## config.mk

```make
export PLATFORM = sky130hd
export DESIGN_NAME = field_frame_omni_wheel_kinematics
export DESIGN_NICKNAME = d
export VERILOG_FILES = /design/src/rtl/core/ffowk_pkg.sv /design/src/rtl/core/field_frame_omni_wheel_kinematics.sv
export VERILOG_INCLUDE_DIRS = /design/src /design/src/rtl/core
export SDC_FILE = /design/constraint.sdc
export NUM_CORES = 2
export LEC_CHECK = 0
export BUFFER_PORTS_ARGS = -buffer_cell sky130_fd_sc_hd__buf_2
export CORE_ASPECT_RATIO = 1.5
export CORE_UTILIZATION = 60
export CTS_BUF_LIST = sky130_fd_sc_hd__clkbuf_4 sky130_fd_sc_hd__clkbuf_8
export DETAILED_ROUTE_END_ITERATION = 7
export PLACE_DENSITY_LB_ADDON = 0.1
export SLEW_MARGIN = 0
export SYNTH_ARGS = -nofsm -noshare
export SYNTH_HDL_FRONTEND = slang
export SYNTH_SLANG_ARGS = --single-unit
export TNS_END_PERCENT = 30
```

## constraint.sdc

```tcl
create_clock -name i_clk -period 20.7 [get_ports i_clk]
set_clock_uncertainty 0.1 [all_clocks]
set_input_delay 3.105 -clock i_clk [delete_from_list [all_inputs] [get_ports i_clk]]
set_output_delay 3.105 -clock i_clk [all_outputs]
set_load 0.02 [all_outputs]
```

## src/rtl/core/field_frame_omni_wheel_kinematics_defines.svh

```systemverilog
// Assertion macros shared by the field-frame omni-wheel kinematics RTL.
`ifndef FIELD_FRAME_OMNI_WHEEL_KINEMATICS_DEFINES_SVH
`define FIELD_FRAME_OMNI_WHEEL_KINEMATICS_DEFINES_SVH

// Same-cycle implication, disabled while reset is asserted.
`define FFOWK_ASSERT_IMP(lbl, clk, rst_n, ante, cons, msg) \
    lbl: assert property (@(posedge clk) disable iff (!(rst_n)) (ante) |-> (cons)) \
        else $error(msg);

// Next-cycle implication, disabled while reset is asserted.
`define FFOWK_ASSERT_NXT(lbl, clk, rst_n, ante, cons, msg) \
    lbl: assert property (@(posedge clk) disable iff (!(rst_n)) (ante) |=> (cons)) \
        else $error(msg);

`endif

```

## src/rtl/core/ffowk_pkg.sv

```systemverilog
// Package with constants and tables for the field-frame omni-wheel kinematics.
`timescale 1ns / 1ps
package ffowk_pkg;

    localparam int WHEEL_COUNT_DEF  = 4;
    localparam int ANGLE_BITS_DEF   = 16;
    localparam int CORDIC_STEPS_DEF = 16;

    localparam int IN_W    = 16;
    localparam int OUT_W   = 18;
    localparam int DEG_W   = 9;
    localparam int HOUT_W  = 16;
    localparam int GUARD   = 8;
    localparam int XW      = 28;
    localparam int ZW      = 34;
    localparam int ACC_W   = 48;
    localparam int GAIN_W  = 20;
    localparam int REM_W   = 15;
    localparam int QUO_W   = 9;
    localparam int CNT_W   = 5;
    localparam int WHL_W   = 2;
    localparam int WHL_MAX = 4;

    localparam logic [GAIN_W-1:0] INV_GAIN   = 20'd636751;
    localparam logic [17:0]       RAD_TO_BAM = 18'd166886;
    localparam logic [23:0]       DEG_K      = 24'd11930464;
    localparam logic [DEG_W-1:0]  DEG_FULL   = 9'd360;
    localparam logic [REM_W-1:0]  DIV_DEN    = 15'd90;
    localparam logic [REM_W-1:0]  DIV_BIAS   = 15'd45;

    // Arctangent of 2^-i in 2^32-per-turn units.
    function automatic logic [29:0] atan_step(input logic [CNT_W-1:0] i);
        logic [29:0] v;
        case (i)
            5'd0:  v = 30'd536870912;
            5'd1:  v = 30'd316933406;
            5'd2:  v = 30'd167458907;
            5'd3:  v = 30'd85004756;
            5'd4:  v = 30'd42667331;
            5'd5:  v = 30'd21354465;
            5'd6:  v = 30'd10679838;
            5'd7:  v = 30'd5340245;
            5'd8:  v = 30'd2670163;
            5'd9:  v = 30'd1335087;
            5'd10: v = 30'd667544;
            5'd11: v = 30'd333772;
            5'd12: v = 30'd166886;
            5'd13: v = 30'd83443;
            5'd14: v = 30'd41722;
            5'd15: v = 30'd20861;
            5'd16: v = 30'd10430;
            5'd17: v = 30'd5215;
            5'd18: v = 30'd2608;
            5'd19: v = 30'd1304;
            5'd20: v = 30'd652;
            5'd21: v = 30'd326;
            5'd22: v = 30'd163;
            5'd23: v = 30'd81;
            default: v = '0;
        endcase
        return v;
    endfunction

    function automatic logic [DEG_W-1:0] reset_angle(input logic [WHL_W-1:0] k);
        logic [DEG_W-1:0] v;
        case (k)
            2'd0:    v = 9'd45;
            2'd1:    v = 9'd135;
            2'd2:    v = 9'd225;
            default: v = 9'd315;
        endcase
        return v;
    endfunction

endpackage

```

## src/rtl/core/field_frame_omni_wheel_kinematics.sv

```systemverilog
// Top level of the field-frame omni-wheel inverse kinematics block.
// A single shared rotator walks the wheels one after another, and a new command is
// accepted only while the block is idle, so it finishes one command before taking the next.
// Each wheel goes through the divider, a setup step, CORDIC_STEPS rotations, the multiply
// and a sum; the heading update waits while the previous result is still held at the output.
// Synchronous active-low reset clears the heading, restores the angles, empties the output.
`timescale 1ns / 1ps
`include "field_frame_omni_wheel_kinematics_defines.svh"
module field_frame_omni_wheel_kinematics
    import ffowk_pkg::*;
#(
    parameter int WHEEL_COUNT  = WHEEL_COUNT_DEF,
    parameter int ANGLE_BITS   = ANGLE_BITS_DEF,
    parameter int CORDIC_STEPS = CORDIC_STEPS_DEF
) (
    input  logic                     i_clk,
    input  logic                     i_rst_n,
    input  logic                     i_cfg_we,
    input  logic [WHL_W-1:0]         i_cfg_idx,
    input  logic [DEG_W-1:0]         i_cfg_data,
    input  logic                     i_in_valid,
    output logic                     o_in_ready,
    input  logic signed [IN_W-1:0]   i_vel_x,
    input  logic signed [IN_W-1:0]   i_vel_y,
    input  logic signed [IN_W-1:0]   i_yaw_rate,
    output logic                     o_out_valid,
    input  logic                     i_out_ready,
    output logic signed [OUT_W-1:0]  o_wheel0_speed,
    output logic signed [OUT_W-1:0]  o_wheel1_speed,
    output logic signed [OUT_W-1:0]  o_wheel2_speed,
    output logic signed [OUT_W-1:0]  o_wheel3_speed,
    output logic [HOUT_W-1:0]        o_heading_out
);

    localparam int HSHIFT = 32 - ANGLE_BITS;

    // Per item: wheels are processed one by one. For each wheel the mounting angle
    // is turned into a 32-bit binary angle with a bit-serial restoring divider, the
    // command is rotated by (angle - heading) one CORDIC step per cycle, and the gain
    // is removed with a bit-serial shift-add multiply. The heading is updated last.
    typedef enum logic [2:0] {
        ST_IDLE, ST_DIV, ST_PREP, ST_ROT, ST_MUL, ST_SUM, ST_HEAD
    } t_state;

    t_state                    r_state, n_state;
    logic [WHL_W-1:0]          r_wheel, n_wheel;
    logic [CNT_W-1:0]          r_cnt, n_cnt;
    logic signed [IN_W-1:0]    r_vx, n_vx, r_vy, n_vy, r_w, n_w;
    logic [DEG_W-1:0]          r_angle [WHL_MAX];
    logic [DEG_W-1:0]          n_angle [WHL_MAX];
    logic [ANGLE_BITS-1:0]     r_heading, n_heading;
    logic [REM_W-1:0]          r_rem, n_rem;
    logic [QUO_W-1:0]          r_q, n_q;
    logic [DEG_W-1:0]          r_amod, n_amod;
    logic signed [XW-1:0]      r_x, n_x, r_y, n_y;
    logic signed [ZW-1:0]      r_z, n_z;
    logic signed [ACC_W-1:0]   r_acc, n_acc;
    logic signed [OUT_W-1:0]   r_speed [WHL_MAX];
    logic signed [OUT_W-1:0]   n_speed [WHL_MAX];
    logic signed [OUT_W-1:0]   r_ospd [WHL_MAX];
    logic signed [OUT_W-1:0]   n_ospd [WHL_MAX];
    logic [HOUT_W-1:0]         r_hout, n_hout;
    logic                      r_out_valid, n_out_valid;

    // Datapath terms.
    logic [WHL_W-1:0]          s_next_wheel;
    logic [DEG_W-1:0]          s_raw_angle, s_amod;
    logic [REM_W-1:0]          s_div_d;
    logic [31:0]               s_prod_a;
    logic [31:0]               s_a32, s_h32, s_t;
    logic signed [ZW-1:0]      s_z0;
    logic signed [XW-1:0]      s_x0, s_y0, s_xs, s_ys;
    logic signed [ZW-1:0]      s_atan;
    logic signed [ACC_W-1:0]   s_round;
    logic signed [XW:0]        s_v2;
    logic signed [XW:0]        s_v3;
    logic signed [OUT_W-1:0]   s_sat;
    logic signed [34:0]        s_hprod, s_hsum;
    logic [ANGLE_BITS-1:0]     s_heading;
    logic [31:0]               s_hwide;

    assign o_in_ready  = (r_state == ST_IDLE);
    assign o_out_valid = r_out_valid;
    assign o_wheel0_speed = r_ospd[0];
    assign o_wheel1_speed = r_ospd[1];
    assign o_wheel2_speed = r_ospd[2];
    assign o_wheel3_speed = (WHEEL_COUNT > 3) ? r_ospd[3] : '0;
    assign o_heading_out  = r_hout;

    always_comb begin
        // Angle setup for the wheel that starts next.
        s_next_wheel = (r_state == ST_IDLE) ? '0 : r_wheel + 1'b1;
        s_raw_angle  = r_angle[s_next_wheel];
        s_amod       = (s_raw_angle >= DEG_FULL) ? s_raw_angle - DEG_FULL : s_raw_angle;
        s_div_d      = DIV_DEN << r_cnt;

        // Binary angle of the wheel relative to the current heading.
        s_prod_a = 32'(r_amod) * 32'(DEG_K);
        s_a32    = s_prod_a + 32'(r_q);
        s_h32    = {r_heading, {HSHIFT{1'b0}}};
        s_t      = s_a32 - s_h32;
        s_z0     = ZW'($signed(s_t));
        s_x0     = XW'(r_vx) <<< GUARD;
        s_y0     = XW'(r_vy) <<< GUARD;

        s_xs   = r_x >>> r_cnt;
        s_ys   = r_y >>> r_cnt;
        s_atan = $signed(ZW'(atan_step(r_cnt)));

        // Gain-corrected rotator output plus yaw rate, rounded to Q12 and saturated.
        s_round = (r_acc + (ACC_W'(1) <<< 19)) >>> 20;
        s_v2    = (XW+1)'($signed(s_round[XW-1:0])) + ((XW+1)'(r_w) <<< GUARD);
        s_v3    = (s_v2 + (XW+1)'(128)) >>> GUARD;
        if (s_v3 > (XW+1)'(131071)) begin
            s_sat = 18'sd131071;
        end else if (s_v3 < -(XW+1)'(131072)) begin
            s_sat = -18'sd131072;
        end else begin
            s_sat = s_v3[OUT_W-1:0];
        end

        // Heading advance in binary angle units.
        s_hprod   = 35'(r_w) * $signed({17'd0, RAD_TO_BAM});
        s_hsum    = (s_hprod + (35'sd1 <<< (HSHIFT - 1))) >>> HSHIFT;
        s_heading = r_heading + s_hsum[ANGLE_BITS-1:0];
        s_hwide   = {s_heading, {HSHIFT{1'b0}}};
    end

    always_comb begin
        n_state     = r_state;
        n_wheel     = r_wheel;
        n_cnt       = r_cnt;
        n_vx        = r_vx;
        n_vy        = r_vy;
        n_w         = r_w;
        n_angle     = r_angle;
        n_heading   = r_heading;
        n_rem       = r_rem;
        n_q         = r_q;
        n_amod      = r_amod;
        n_x         = r_x;
        n_y         = r_y;
        n_z         = r_z;
        n_acc       = r_acc;
        n_speed     = r_speed;
        n_ospd      = r_ospd;
        n_hout      = r_hout;
        n_out_valid = r_out_valid;

        if (r_out_valid && i_out_ready) begin
            n_out_valid = 1'b0;
        end
        if (i_cfg_we) begin
            n_angle[i_cfg_idx] = i_cfg_data;
        end

        case (r_state)
            ST_IDLE: begin
                if (i_in_valid) begin
                    n_vx    = i_vel_x;
                    n_vy    = i_vel_y;
                    n_w     = i_yaw_rate;
                    n_wheel = '0;
                    n_amod  = s_amod;
                    n_rem   = {s_amod, 6'd0} + DIV_BIAS;
                    n_q     = '0;
                    n_cnt   = CNT_W'(QUO_W - 1);
                    n_state = ST_DIV;
                end
            end
            ST_DIV: begin
                if (r_rem >= s_div_d) begin
                    n_rem = r_rem - s_div_d;
                    n_q   = {r_q[QUO_W-2:0], 1'b1};
                end else begin
                    n_q   = {r_q[QUO_W-2:0], 1'b0};
                end
                if (r_cnt == '0) begin
                    n_state = ST_PREP;
                end else begin
                    n_cnt = r_cnt - 1'b1;
                end
            end
            ST_PREP: begin
                // Quarter-turn pre-rotation keeps the residual angle in CORDIC range.
                if (s_z0 > (ZW'(1) <<< 30)) begin
                    n_x = -s_y0;
                    n_y = s_x0;
                    n_z = s_z0 - (ZW'(1) <<< 30);
                end else if (s_z0 < -(ZW'(1) <<< 30)) begin
                    n_x = s_y0;
                    n_y = -s_x0;
                    n_z = s_z0 + (ZW'(1) <<< 30);
                end else begin
                    n_x = s_x0;
                    n_y = s_y0;
                    n_z = s_z0;
                end
                n_cnt   = '0;
                n_state = ST_ROT;
            end
            ST_ROT: begin
                if (!r_z[ZW-1]) begin
                    n_x = r_x - s_ys;
                    n_y = r_y + s_xs;
                    n_z = r_z - s_atan;
                end else begin
                    n_x = r_x + s_ys;
                    n_y = r_y - s_xs;
                    n_z = r_z + s_atan;
                end
                if (r_cnt == CNT_W'(CORDIC_STEPS - 1)) begin
                    n_cnt   = CNT_W'(GAIN_W - 1);
                    n_acc   = '0;
                    n_state = ST_MUL;
                end else begin
                    n_cnt = r_cnt + 1'b1;
                end
            end
            ST_MUL: begin
                // Most significant constant bit first.
                n_acc = (r_acc <<< 1) + (INV_GAIN[r_cnt] ? ACC_W'(r_x) : '0);
                if (r_cnt == '0) begin
                    n_state = ST_SUM;
                end else begin
                    n_cnt = r_cnt - 1'b1;
                end
            end
            ST_SUM: begin
                n_speed[r_wheel] = s_sat;
                if (r_wheel == WHL_W'(WHEEL_COUNT - 1)) begin
                    n_state = ST_HEAD;
                end else begin
                    n_wheel = s_next_wheel;
                    n_amod  = s_amod;
                    n_rem   = {s_amod, 6'd0} + DIV_BIAS;
                    n_q     = '0;
                    n_cnt   = CNT_W'(QUO_W - 1);
                    n_state = ST_DIV;
                end
            end
            ST_HEAD: begin
                if (!r_out_valid || i_out_ready) begin
                    n_heading   = s_heading;
                    n_hout      = s_hwide[31:16];
                    n_ospd      = r_speed;
                    n_out_valid = 1'b1;
                    n_state     = ST_IDLE;
                end
            end
            default: begin
                n_state = ST_IDLE;
            end
        endcase
    end

    always_ff @(posedge i_clk) begin
        if (!i_rst_n) begin
            r_state     <= ST_IDLE;
            r_out_valid <= 1'b0;
            r_heading   <= '0;
            r_wheel     <= '0;
            r_cnt       <= '0;
            for (int k = 0; k < WHL_MAX; k++) begin
                r_angle[k] <= reset_angle(WHL_W'(k));
            end
        end else begin
            r_state     <= n_state;
            r_out_valid <= n_out_valid;
            r_heading   <= n_heading;
            r_wheel     <= n_wheel;
            r_cnt       <= n_cnt;
            r_angle     <= n_angle;
        end
        r_vx    <= n_vx;
        r_vy    <= n_vy;
        r_w     <= n_w;
        r_rem   <= n_rem;
        r_q     <= n_q;
        r_amod  <= n_amod;
        r_x     <= n_x;
        r_y     <= n_y;
        r_z     <= n_z;
        r_acc   <= n_acc;
        r_speed <= n_speed;
        r_ospd  <= n_ospd;
        r_hout  <= n_hout;
    end

    `FFOWK_ASSERT_NXT(a_head_only, i_clk, i_rst_n, r_state != ST_HEAD, $stable(r_heading), "heading changed outside the update cycle")
    `FFOWK_ASSERT_IMP(a_wheel_range, i_clk, i_rst_n, r_state != ST_IDLE, r_wheel <= WHL_W'(WHEEL_COUNT - 1), "wheel index beyond wheel count")
    `FFOWK_ASSERT_IMP(a_div_cnt, i_clk, i_rst_n, r_state == ST_DIV, r_cnt <= CNT_W'(QUO_W - 1), "divider counter out of range")
    `FFOWK_ASSERT_NXT(a_out_load, i_clk, i_rst_n, r_state == ST_HEAD && (!r_out_valid || i_out_ready), r_out_valid && r_state == ST_IDLE, "result not presented after heading update")

endmodule

```

==> impl_results.md <==
* Net count after synthesis at 5030
* Largest net degree at the start of global routing at 87
* Number of warnings printed during yosys synthesis at 0
* Vias in the first global route at 33590
* Final-report hold violation count at 0
* Critical path fanouts, max at 7
* Worst min-delay path category: reg2reg
* Fraction of registers with async set or reset after synthesis at 0%
* Multiplexer share of the synthesized area at 5.268%
* Global route overflow at 0
* Remaining design rule violation count at 0
* Maximum operating frequency at 106.9 MHz
* Latest clock arrival within the worst-skew pair at 0.69 ns
* Number of vias after detailed routing at 33780
* Horizontal die dimension at 216.2 um
* Area taken by flip-flops and latches at 13240 um2
* Count of distinct cell types in the synthesized netlist at 99
* Clock-pin slew of the registers on the worst-case setup and hold paths at 0.07 ns
* CTS sink count at 472
* Area of the multi-input gates at 25950 um2
* Relative max-transition margin at 21.78%
* Clock buffer count from CTS at 74
* Time the final worst path needs with I/O delays and setup at 9.351 ns
* CP required at 21.02 ns
* Aggregate negative setup slack at 0 ns
* Final ANT Viol Nets at 0
* Tightest Pin Transition at 1.173 ns
* Peak per-stage delay on the critical path at 0.67 ns
* Die height at 323.2 um
* IO Count at 154
* Dominant register cell in the synthesized netlist: edfxtp_1
* Wirelength per Cell at 21.32 um
* Most common cell on crit path: fa_1
* Total routed wirelength at 116500 um
* Outcome: complete, no violations
* RSZ-0062 raised after global routing: false
* Reported max-cap violation count at 0
* Postcts setup bufs at 0
* Synth Register Bits at 472
* Crit start category: flip-flop
* Pins Over Slew Limit at 0
* Die footprint at 69870 um2
* Initial Utilization at 60.77%
* First-pass GRT wire length at 180900 um
* Path type of the worst setup path: reg2reg
* Number of design-rule violations left by the first detailed-router iteration at 2316
* Row count at 117
* Final clock period utilization by the worst path at 45.17%
* Net count of the finished layout at 5135
* Share of the synthesized area in the top cell type at 27.50%
* Critical Path Slowest Stage Cell: fa_1
* EDFF count, synth at 378
* Buffers from clock root to sink, at most at 3
* Core area at 67930 um2
* Combinational family with the most area after synthesis: adder cells
* Category of the worst setup path capture point: flip-flop
* Synth Area in Compound Gates at 16.84%
* Final weighted congestion in routability-driven placement at 1.028
* Crit path arrival time at 9.67 ns
* Number of antenna violations at the first check in global routing at 3
* Ranking of synthesized cells by area: edfxtp_1 (27%), ha_1 (14%), fa_1 (5.4%)
* Clock tree from TritonCTS: built
* Global Route Usage Sum at 33.31%
* Synth Area in XOR/XNOR at 7.226%
* Cts-stage hold buffer count at 0
* Syn-to-layout area delta at 7.511%
* Detailed placement HPWL at 90110 um
* Cell type group with the largest total delay on the critical path: adder cells
* Mean instance size in the synthesized netlist at 9.364 um2
* TritonRoute pass-1 iters at 5
* Post_cts resized at 0
* Basic-gate share of the synthesized area counting and, or, nand and nor cells at 14.51%
* Total standard cell area after synthesis at 41280 um2
* CTS H-tree lvls at 3
* Sequential cell area fraction in the yosys report at 32.06%
* Cell type with the highest aggregate area in the netlist: edfxtp_1
* Filler Cell Count at 5760
* Post-detailed-route via-to-cell ratio at 6.183
* Fraction of layout cells with a size suffix above 1 at 9.803%
* Final setup violation count at 0
* Input/output buffers at 153
* Share of synthesized cell area in full adder, half adder and majority cells at 18.93%
* Buffer type at the clock tree root: clkbuf_8
* Worst path bufs/invs at 5
* Instance count of the mapped netlist at 4408
-- metrics by stage --
stage	cell area, um2	setup WS (ns)	utilization (%)	std cells	hold WS, ns
after CTS	44370	11.33	65.33	5462	0.3171
after detailed placement	42800	11.35	63.01	5329	0.3045
final	44380	11.35	65.33	5464	0.3152
after global placement	42800	11.56	63.01	5329	0.3010
after global routing	44380	10.68	65.33	5464	0.3178
after floorplan	41280	11.95	-	4408	0.3003
-- path summary, 6_finish.rpt --
kind              cells after the start  slack [ns]             startpoint                            to
hold / removal                        0        0.32  r_speed[34]$_DFFE_PP_  o_wheel2_speed[16]$_DFFE_PP_
hold reg to reg                       0        0.32  r_speed[34]$_DFFE_PP_  o_wheel2_speed[16]$_DFFE_PP_
setup / recovery                     31       11.35       r_w[4]$_DFFE_PP_   o_heading_out[15]$_DFFE_PP_
setup reg to reg                     31       11.35       r_w[4]$_DFFE_PP_   o_heading_out[15]$_DFFE_PP_
-- synthesized netlist by cell type (49+ instances only) --
cell type / number
nand3_1: 89
ha_1: 447
nor2_1: 349
nand2_1: 422
a31oi_1: 62
o21a_1: 49
and3_1: 50
clkbuf_1: 97
dfxtp_1: 94
a21o_1: 122
edfxtp_1: 378
xor2_1: 147
nor3_1: 75
fa_1: 111
and2_1: 59
a21oi_1: 342
mux4_2: 66
inv_1: 385
o21ai_0: 187
xnor2_1: 191
-- cell families after synthesis --
| logic type | count (synthesis) |
|---|---|
| simple gates | 1270 |
| compound gates | 1088 |
| buf+inv | 549 |
| fa+ha+maj | 558 |
| flops | 472 |
| xor+xnor | 339 |
| mux | 132 |
-- layout make-up --
type / instances / share of cell area (%)
antenna: 2 / 0.01128
clock buffer: 93 / 2.687
clock inverter: 40 / 0.8543
inverter: 390 / 3.304
multi-input combinational: 3387 / 58.48
sequential: 472 / 29.83
tap: 892 / 2.515
timing repair buffer: 188 / 2.318
-- metal layers --
layer / track usage (%) / wire length (um) / share of wire, %
met1: 34.45 / 41450 / 36
met2: 60.98 / 59270 / 51
met3: 4.250 / 5810 / 5.0
met4: 25.46 / 9946 / 8.5
met5: 0 / 18 / 0.015
-- sequential cells by signal, indices dropped and copies added (netlist names), 28 cells and up, named ones only --
signal / cells
r_acc: 48
r_z: 34
r_x: 28
r_speed: 72
s_atan: 30
r_angle: 36
r_y: 28
-- placed cells by master, fill, tap and decap left out, types with 32 or more instances in the layout --
master,netlist,layout
ha_1,447,447
nand2_1,422,420
inv_1,385,385
edfxtp_1,378,378
nor2_1,349,348
a21oi_1,342,342
xnor2_1,191,191
o21ai_0,187,186
buf_2,34,153
xor2_1,147,147
a21o_1,122,122
fa_1,111,111
dfxtp_1,94,92
nand3_1,89,89
clkbuf_8,0,79
nor3_1,75,75
mux4_2,66,66
a31oi_1,62,62
and2_1,59,57
and3_1,50,50
o21a_1,49,49
mux2i_1,44,44
o21bai_1,40,40
buf_4,1,35
nor2b_1,35,34
nand2b_1,34,34
a211oi_1,34,34
or3_1,32,32
Power is not shown: default switching activity piles up to over one toggle a cycle in this logic, so the estimate is an artifact.
